<file path="config.mk">
export PLATFORM = sky130hd
export DESIGN_NAME = svkf_ctrl
export DESIGN_NICKNAME = d
export VERILOG_FILES = /design/src/hdl/svkf_pkg.sv /design/src/hdl/svkf_ctrl.sv
export SDC_FILE = /design/constraint.sdc
export NUM_CORES = 1
export LEC_CHECK = 0
export ABC_AREA = 1
export BUFFER_PORTS_ARGS = -buffer_cell sky130_fd_sc_hd__buf_2
export CORE_AREA = 2 2 39 41
export CTS_CLUSTER_DIAMETER = 120
export DETAILED_ROUTE_END_ITERATION = 10
export DIE_AREA = 0 0 41 43
export PLACE_DENSITY = 0.54
export SLEW_MARGIN = 5
export SYNTH_ARGS = -nofsm -noshare
export SYNTH_HDL_FRONTEND = slang
export SYNTH_SLANG_ARGS = --single-unit
</file>
<file path="constraint.sdc">
create_clock -name i_clk -period 0.9 [get_ports i_clk]
set_clock_uncertainty 0.05 [all_clocks]
set_input_delay 0.09 -clock i_clk [delete_from_list [all_inputs] [get_ports i_clk]]
set_output_delay 0.09 -clock i_clk [all_outputs]
set_load 0.005 [all_outputs]
</file>
<file path="src/hdl/svkf_pkg.sv">
// Package for the servo keyframe table: table sizes, derived widths,
// command/result payload types, codes and the controller/datapath interface.
// No dependencies.
package svkf_pkg;

    // Table sizes
    localparam int MAX_PATTERNS     = 8;
    localparam int MAX_TRAJECTORIES = 32;
    localparam int MAX_KEYFRAMES    = 256;

    // Field widths
    localparam int PAT_W  = 8;
    localparam int SRV_W  = 5;
    localparam int TIME_W = 16;
    localparam int ANG_W  = 12;
    localparam int STAT_W = 3;

    // Fill counts hold 0..MAX, addresses 0..MAX-1
    localparam int PAT_CW  = $clog2(MAX_PATTERNS + 1);
    localparam int TRJ_CW  = $clog2(MAX_TRAJECTORIES + 1);
    localparam int KEY_CW  = $clog2(MAX_KEYFRAMES + 1);
    localparam int PAT_AW  = (MAX_PATTERNS > 1) ? $clog2(MAX_PATTERNS) : 1;
    localparam int TRJ_AW  = (MAX_TRAJECTORIES > 1) ? $clog2(MAX_TRAJECTORIES) : 1;
    localparam int KEY_AW  = $clog2(MAX_KEYFRAMES);
    localparam int IDX_W0  = (PAT_CW > TRJ_CW) ? PAT_CW : TRJ_CW;
    localparam int IDX_W   = (IDX_W0 > KEY_CW) ? IDX_W0 : KEY_CW;

    // Operation codes
    typedef enum logic [1:0] {
        FN_ADD_PAT   = 2'd0,
        FN_ADD_TRAJ  = 2'd1,
        FN_ADD_KEY   = 2'd2,
        FN_GET_ANGLE = 2'd3
    } t_func;

    // Result status codes
    typedef enum logic [STAT_W-1:0] {
        ST_OK          = 3'd0,
        ST_DUP         = 3'd1,
        ST_NOPARENT    = 3'd2,
        ST_FULL        = 3'd3,
        ST_NONEIGHBOUR = 3'd4
    } t_status;

    // Command and result payloads
    typedef struct packed {
        t_func              func;
        logic [PAT_W-1:0]   pat_id;
        logic [SRV_W-1:0]   srv_id;
        logic [TIME_W-1:0]  time_point;
        logic [ANG_W-1:0]   angle;
    } t_cmd;

    typedef struct packed {
        t_status            status;
        logic [ANG_W-1:0]   angle_out;
    } t_rsp;

    // Table entries
    typedef struct packed {
        logic [PAT_W-1:0]   pat_id;
        logic [SRV_W-1:0]   srv_id;
    } t_trj_ent;

    typedef struct packed {
        logic [PAT_W-1:0]   pat_id;
        logic [SRV_W-1:0]   srv_id;
        logic [TIME_W-1:0]  time_point;
        logic [ANG_W-1:0]   angle;
    } t_key_ent;

    // Which table a scan walks
    typedef enum logic [1:0] {
        PH_PAT,
        PH_TRJ,
        PH_KEY
    } t_phase;

    // Controller states
    typedef enum logic [2:0] {
        S_IDLE,
        S_PAT,
        S_TRJ,
        S_KEY,
        S_RESP
    } t_state;

    // Controller to datapath
    typedef struct packed {
        logic   load;       // capture the command
        logic   scan_init;  // restart the scan index
        logic   scan;       // walk the table of the current phase
        t_phase phase;
        logic   finish;     // resolve status, commit write, strobe result
    } t_dp_cmd;

    // Datapath to controller
    typedef struct packed {
        logic   scan_done;
        logic   pat_hit;
        logic   trj_hit;
        t_func  func;
    } t_dp_sts;

endpackage

</file>
<file path="src/hdl/svkf_ctrl.sv">
// Controller for the servo keyframe table: sequences the pattern,
// trajectory and keyframe scans and the final commit. Depends on svkf_pkg.
module svkf_ctrl (
    input  logic             i_clk,
    input  logic             i_rst_n,
    input  logic             start,
    output logic             busy,
    input  svkf_pkg::t_dp_sts i_sts,
    output svkf_pkg::t_dp_cmd o_dp_cmd
);
    import svkf_pkg::*;

    t_state r_state;
    t_state n_state;

    // State register
    always_ff @(posedge i_clk) begin
        if (!i_rst_n) begin
            r_state <= S_IDLE;
        end else begin
            r_state <= n_state;
        end
    end

    // Next state and datapath commands
    always_comb begin
        n_state            = r_state;
        o_dp_cmd           = '0;
        o_dp_cmd.phase     = PH_PAT;
        unique case (r_state)
            S_IDLE: begin
                if (start) begin
                    o_dp_cmd.load      = 1'b1;
                    o_dp_cmd.scan_init = 1'b1;
                    n_state            = S_PAT;
                end
            end
            S_PAT: begin
                o_dp_cmd.scan  = 1'b1;
                o_dp_cmd.phase = PH_PAT;
                if (i_sts.scan_done) begin
                    if (i_sts.func == FN_ADD_PAT || !i_sts.pat_hit) begin
                        n_state = S_RESP;
                    end else begin
                        o_dp_cmd.scan_init = 1'b1;
                        n_state            = S_TRJ;
                    end
                end
            end
            S_TRJ: begin
                o_dp_cmd.scan  = 1'b1;
                o_dp_cmd.phase = PH_TRJ;
                if (i_sts.scan_done) begin
                    if (i_sts.func == FN_ADD_TRAJ || !i_sts.trj_hit) begin
                        n_state = S_RESP;
                    end else begin
                        o_dp_cmd.scan_init = 1'b1;
                        n_state            = S_KEY;
                    end
                end
            end
            S_KEY: begin
                o_dp_cmd.scan  = 1'b1;
                o_dp_cmd.phase = PH_KEY;
                if (i_sts.scan_done) begin
                    n_state = S_RESP;
                end
            end
            S_RESP: begin
                o_dp_cmd.finish = 1'b1;
                n_state         = S_IDLE;
            end
            default: begin
                n_state = S_IDLE;
            end
        endcase
    end

    assign busy = (r_state != S_IDLE);

endmodule

</file>
==> run_results.csv, run 1 <==
group,metric,value,unit
clock_tree,cts_made_buffers,3,
yosys,syn_nets,58,
drt,drtIter0Drc,4,
yosys,avgSynthCellArea,5.31,sq um
die,die_area,1760,sq um
grt,grt_pass1_vias,367,
sta,max_freq,0.758,GHz
sta,min_period_over_period,1.47,
drt,drt-pass1-iter-count,2,
placement,place.gp.congestion,0.695,
run_status,violations,"setup timing",
clock_tree,cts_max_level,1,
die,dieWidth,41,microns
sta,max_slew.worst_pin.slew,0.164,ns
drt,wirelength,929,microns
sta,min_period,1.32,ns
final_layout,fillCellCount,133,
die,start_util,0.192,
die,dieHeight,43,microns
min_path,worstHoldPathType,"primary input to flop",
power,power,2.04,mW
worst_setup_path,cp_top_family,"flip-flops",
sta,setup_viol,10,
clock_tree,tritoncts,"yes",
grt,grt_max_degree,6,
worst_setup_path,crit_type,"flop to output port",
yosys,synth_edf_count,0,
grt,grt-ovfl-total,0,
sta,slew_headroom,0.889,
final_layout,antenna_cells,0,
yosys,syn-instance-count,50,
drt,routedWlPerCell,9.20,microns
yosys,synth_area,265,sq um
die,coreArea,1380,sq um
sta,hold_viol,0,
yosys,yosys_warnings,0,
clock_tree,clock-root-buffer,"clkbuf_4",
worst_setup_path,path_cells,"inv_6 > nor2_4 > nand3_2 > nand2_1 > nand2_1 > o21ai_1 > buf_2",
placement,dp_hpwl,604,microns
yosys,yosys.area.top_type,"dfxtp_1",
worst_setup_path,cp.buffers_inverters,2,
final_layout,post_route_cells_drive_above_1_share,0.647,
die,ios,15,
yosys,synthTopCellsByCount,"nand2_1 (13), nor2_1 (11), inv_1 (9)",
grt,grt_pass1_wl,1.35,mm
yosys,yosysUniqueCellTypes,12,
final_layout,final_nets,94,
worst_setup_path,crit_arrival,1.18,ns
clock_tree,insertion_delay,0.23,ns
final_layout,stdcell_count,101,
final_layout,largest_registers,"r_state: 3 flops",
yosys,synth-seq-cells,3,
yosys,synthTopCellsByArea,"dfxtp_1 (23%), nand2_1 (18%), nor2_1 (16%)",
placement,place_inst,87,
worst_setup_path,crit_fanout,4,
worst_setup_path,required,0.76,ns
power,ir_drop,1330,uV
placement,port_buffers,14,
clock_tree,numClockSinks,3,
power,power.leakage,0.343,nW
final_layout,largest_register_ffs,3,
worst_setup_path,endpoint_kind,"output port",
yosys,yosysTopAreaCellShare,0.226,
clock_tree,clk_pin_slew,0.04,ns
final_layout,largest-register,"r_state",
yosys,ys.flop_type,"dfxtp_1",
worst_setup_path,max_stage_delay,0.37,ns
worst_setup_path,crit_top_cell,"nand2_1",
yosys,async_reset_ff_frac,0,
drt,vias_per_cell,3.97,
run_status,status,"finished with violations",
yosys,ys_seq_area_frac,0.226,
grt,antenna_found_initial,0,
worst_setup_path,critPathLaunchType,"flop",
final_layout,synthToLayoutAreaGrowth,127,%
die,rows,14,
drt,drc,0,
drt,num_vias,401,
sta,finalMaxSlewViolations,0,
sta,finalWorstSetupSlack,-0.419,ns
power,powerDensity,3390,nW/um^2
drt,detail-route-antenna-nets,0,
yosys,synth_most_common_cell,"nand2_1",
worst_setup_path,cp_slowest_cell,"dfxtp_4",
clock_tree,cts_buffer_depth,2,
grt,track_usage,0.113,
sta,rsz0062_at_grt,"true",
run,cap_violations,0,
power by group:
group          internal [mW]  switching, mW  total [mW]
clock network          0.166         0.0692       0.235
logic                  0.823          0.651        1.47
registers              0.216          0.116       0.332
total                   1.21          0.836        2.04
layout make-up:
type / instances / area (sq um) / area share
multi-input combinational: 35 / 208 / 0.345
clock buffer: 4 / 26.3 / 0.0437
timing repair buffer: 31 / 219 / 0.364
tap: 16 / 20.0 / 0.0333
inverter: 12 / 57.6 / 0.0956
sequential: 3 / 71.3 / 0.119
what timing repair did:
| item | 4_1_cts | 5_1_grt |
|---|---|---|
| hold buffers | 0 | 0 |
| pin swaps | 5 | 6 |
| buffers inserted | 6 | 5 |
| setup endpoints to repair | 10 | 10 |
| gates resized for setup | 11 | 10 |
stage by stage:
stage	setup slack, ns	util	hold WS (ns)	setup TNS (ns)	instance area, sq um
2_1_floorplan	-0.00869	-	0.153	-0.0217	282
3_3_place_gp	-0.160	0.307	0.286	-0.534	424
3_5_place_dp	-0.172	0.307	0.298	-0.541	424
4_1_cts	-0.401	0.382	0.0386	-2.48	528
5_1_grt	-0.520	0.435	0.0705	-3.51	602
6_report	-0.419	0.435	0.0610	-2.94	602
routing by layer:
layer  track usage  part of all wire
met1         0.125              0.41
met5             0                 0
met4        0.0800                 0
met3        0.0157             0.025
met2         0.184              0.56
worst register-to-register path, delay by kind of cell (launching register included):
| kind | cells | cell delay, ns |
|---|---|---|
| DFF | 1 | 0.36 |
| and+or+nand+nor | 6 | 0.40 |
| buffers and inverters | 3 | 0.31 |
logic make-up (layout without fill, tap and decap cells):
kind of cell    count (synthesis)  in the layout  synth area share
simple gates                   32             32             0.538
flops                           3              3             0.226
compound gates                  3              3            0.0660
buf+inv                        12             47             0.170
worst paths after layout:
check	cells past startpoint	to	slack [ns]	from
setup / recovery	7	o_dp_cmd[4]	-0.42	r_state[0]
hold / removal	3	r_state[1]	0.06	i_rst_n
setup reg to reg	9	r_state[1]	-0.29	r_state[0]
hold reg to reg	4	r_state[2]	0.61	r_state[1]
cells in the final DEF, fill, tap and decap left out:
| master | netlist | final |
|---|---|---|
| nand3_4 | 0 | 1 |
| clkbuf_4 | 0 | 3 |
| o21ai_1 | 1 | 1 |
| inv_2 | 3 | 2 |
| inv_1 | 9 | 7 |
| inv_4 | 0 | 1 |
| nor2_4 | 0 | 2 |
| nand3_1 | 3 | 1 |
| nor2_2 | 0 | 2 |
| a21boi_0 | 1 | 1 |
| nor2_1 | 11 | 7 |
| dfxtp_4 | 0 | 3 |
| o21ai_0 | 1 | 1 |
| buf_4 | 0 | 13 |
| clkbuf_1 | 0 | 1 |
| buf_6 | 0 | 5 |
| buf_2 | 0 | 13 |
| nand2_2 | 2 | 4 |
| inv_6 | 0 | 2 |
| nor3_2 | 0 | 1 |
| nand2_1 | 13 | 11 |
| nand3_2 | 2 | 3 |
Note: power is estimated with default switching activity, not from simulation.
==> inputs of run 2 (changes only) <==
--- a/config.mk
+++ b/config.mk
@@ -5,13 +5,12 @@
 export SDC_FILE = /design/constraint.sdc
 export NUM_CORES = 1
 export LEC_CHECK = 0
-export ABC_AREA = 1
 export BUFFER_PORTS_ARGS = -buffer_cell sky130_fd_sc_hd__buf_2
 export CORE_AREA = 2 2 39 41
 export CTS_CLUSTER_DIAMETER = 120
 export DETAILED_ROUTE_END_ITERATION = 10
 export DIE_AREA = 0 0 41 43
-export PLACE_DENSITY = 0.54
+export PLACE_DENSITY = 0.52
 export SLEW_MARGIN = 5
 export SYNTH_ARGS = -nofsm -noshare
 export SYNTH_HDL_FRONTEND = slang
==> run 2 against run 1 <==
Against the previous run: the flow still finishes with violations (setup timing); combinational power shrank 7%; critical path depth shrank 2; power shrank 7.3%; critical path type unchanged; highest routed layer unchanged.
==> run_results.csv, run 2 <==
group,metric,value,unit
placement,pre_cts_slack,-0.307,ns
run,cap_violations,0,
power,power,1.89,mW
final_layout,largest_register_ffs,3,
clock_tree,cts_made_buffers,3,
die,dieHeight,43,microns
drt,drtIter0Drc,3,
worst_setup_path,endpoint_kind,"output port",
drt,num_vias,346,
worst_setup_path,cp_top_family,"compound AO/OA/AOI/OAI gates",
yosys,syn-instance-count,31,
clock_tree,clk_pin_slew,0.04,ns
worst_setup_path,crit_type,"flop to output port",
run_status,status,"finished with violations",
worst_setup_path,cp.buffers_inverters,1,
yosys,yosysTopAreaCellShare,0.247,
min_path,worstHoldPathType,"primary input to flop",
sta,finalMaxSlewViolations,0,
final_layout,largest-register,"r_state",
yosys,async_reset_ff_frac,0,
yosys,ys.flop_type,"dfxtp_1",
final_layout,design_area,568,sq um
sta,max_slew.worst_pin.slew,0.253,ns
drt,detail-route-antenna-nets,0,
yosys,synth-seq-cells,3,
clock_tree,numClockSinks,3,
clock_tree,insertion_delay,0.23,ns
clock_tree,cts_buffer_depth,2,
sta,min_period_over_period,1.62,
worst_setup_path,crit_arrival,1.32,ns
power,power.leakage,0.284,nW
grt,grt_max_degree,6,
grt,antenna_found_initial,0,
worst_setup_path,reg2reg_from,"r_state[1]",
yosys,yosys.area.top_type,"dfxtp_1",
yosys,yosysUniqueCellTypes,18,
sta,slew_headroom,0.831,
die,die_area,1760,sq um
sta,max_freq,0.684,GHz
grt,grt-ovfl-total,0,
worst_setup_path,required,0.76,ns
die,rows,14,
power,ir_drop,1130,uV
sta,min_period,1.46,ns
drt,vias_per_cell,4.33,
final_layout,post_route_cells_drive_above_1_share,0.781,
clock_tree,hold_buffers,0,
final_layout,antenna_cells,0,
worst_setup_path,critPathLaunchType,"flop",
grt,grt_pass1_vias,339,
yosys,synthTopCellsByCount,"inv_1 (5), dfxtp_1 (3), nand2_1 (3), nor2_1 (3)",
yosys,synth_area,243,sq um
yosys,synth_edf_count,0,
worst_setup_path,cp_slowest_cell,"dfxtp_4",
sta,hold_viol,0,
worst_setup_path,path_cells,"nor3b_4 > o211ai_2 > o31a_2 > o21bai_1 > buf_2",
die,ios,15,
drt,routedWlPerCell,10.6,microns
worst_setup_path,crit_start,"r_state[0]",
yosys,avgSynthCellArea,7.83,sq um
placement,dp_hpwl,570,microns
die,start_util,0.175,
final_layout,largest_registers,"r_state: 3 flops",
clock_tree,tritoncts,"yes",
grt,grt_pass1_wl,1.34,mm
clock_tree,cts_max_level,1,
yosys,synthTopCellsByArea,"dfxtp_1 (25%), inv_1 (7.7%), nor3b_4 (7.7%)",
sta,finalWorstSetupSlack,-0.562,ns
final_layout,final_nets,73,
final_layout,synthToLayoutAreaGrowth,134,%
yosys,synth_most_common_cell,"inv_1",
yosys,syn_nets,39,
drt,wirelength,849,microns
placement,place.gp.congestion,0.727,
drt,drc,0,
run_status,violations,"setup timing",
yosys,ys_seq_area_frac,0.247,
drt,drt-pass1-iter-count,2,
power,powerDensity,3330,nW/um^2
die,dieWidth,41,microns
worst_setup_path,crit_fanout,5,
min_path,min_from,"i_rst_n",
clock_tree,clock-root-buffer,"clkbuf_4",
placement,dpl_cell_area,409,sq um
die,coreArea,1380,sq um
placement,port_buffers,14,
grt,track_usage,0.115,
final_layout,layout_common_cells,"buf_2 (12), buf_6 (9), buf_4 (8)",
worst_setup_path,max_stage_delay,0.36,ns
sta,setup_viol,10,
sta,rsz0062_at_grt,"true",
final_layout,layout_commonest_cell,"buf_2",
yosys,yosys_warnings,0,
-- run 2: cell count changes after synthesis, moves of 2 or more --
cell / delta
nor2_1: -8
nand3_2: -2
nand2_2: -2
and3_1: +2
inv_2: -2
nand2_1: -10
inv_1: -4
nand3_1: -3
-- run 2: final cells by class --
cell class / count / area [sq um]
fill: 139 / 816
timing repair buffer: 29 / 221
multi-input combinational: 22 / 204
sequential: 3 / 71.3
clock buffer: 4 / 26.3
inverter: 6 / 25.0
tap: 16 / 20.0
-- run 2: repair_timing --
| action | in CTS | in global routing |
|---|---|---|
| gates resized for setup | 19 | 4 |
| cloned | 0 | 0 |
| pin swaps | 7 | 7 |
| setup buffers | 5 | 2 |
| endpoints found under the setup margin | 10 | 10 |
-- run 2: per-layer routing --
| layer | vias up | global-route usage | wire length, microns |
|---|---|---|---|
| li1 | 180 | - | - |
| met1 | 156 | 0.125 | 317 |
| met2 | 10 | 0.191 | 490 |
| met3 | 0 | 0.0314 | 40 |
| met4 | 0 | 0.0600 | 0 |
| met5 | - | 0 | 0 |
-- run 2: power by group --
part	total, mW	switching, mW	internal, mW	leakage, nW
Clock	0.231	0.0651	0.166	0.0150
Combinational	1.36	0.516	0.842	0.242
Sequential	0.304	0.0888	0.215	0.0267
-- run 2: per-stage QoR --
step	setup TNS (ns)	utilization	cells	hold slack [ns]
3_3_place_gp	-1.71	0.296	70	0.299
5_1_grt	-4.32	0.410	80	0.0597
2_1_floorplan	-0.891	-	31	0.158
3_5_place_dp	-1.61	0.296	70	0.292
4_1_cts	-3.44	0.394	79	0.0478
6_report	-3.79	0.410	80	0.0581
-- run 2: worst paths after layout --
| kind | endpoint | slack (ns) | depth (start not counted) |
|---|---|---|---|
| min | r_state[1] | 0.06 | 3 |
| max | o_dp_cmd[4] | -0.56 | 5 |
| min reg2reg | r_state[1] | 0.57 | 2 |
| max reg2reg | r_state[1] | -0.45 | 6 |
-- run 2: cell families after synthesis --
family | Yosys count | synth area share
AND/OR/NAND/NOR | 11 | 0.263
AO/OA/AOI/OAI | 11 | 0.397
buffers and inverters | 6 | 0.0928
flip-flops | 3 | 0.247
-- run 2: worst register-to-register path: stages (launching register included) --
cell	delay (ns)
dfxtp_4	0.35
buf_6	0.12
buf_6	0.10
o21a_4	0.19
nor2_4	0.12
nand2_2	0.08
a221oi_2	0.25
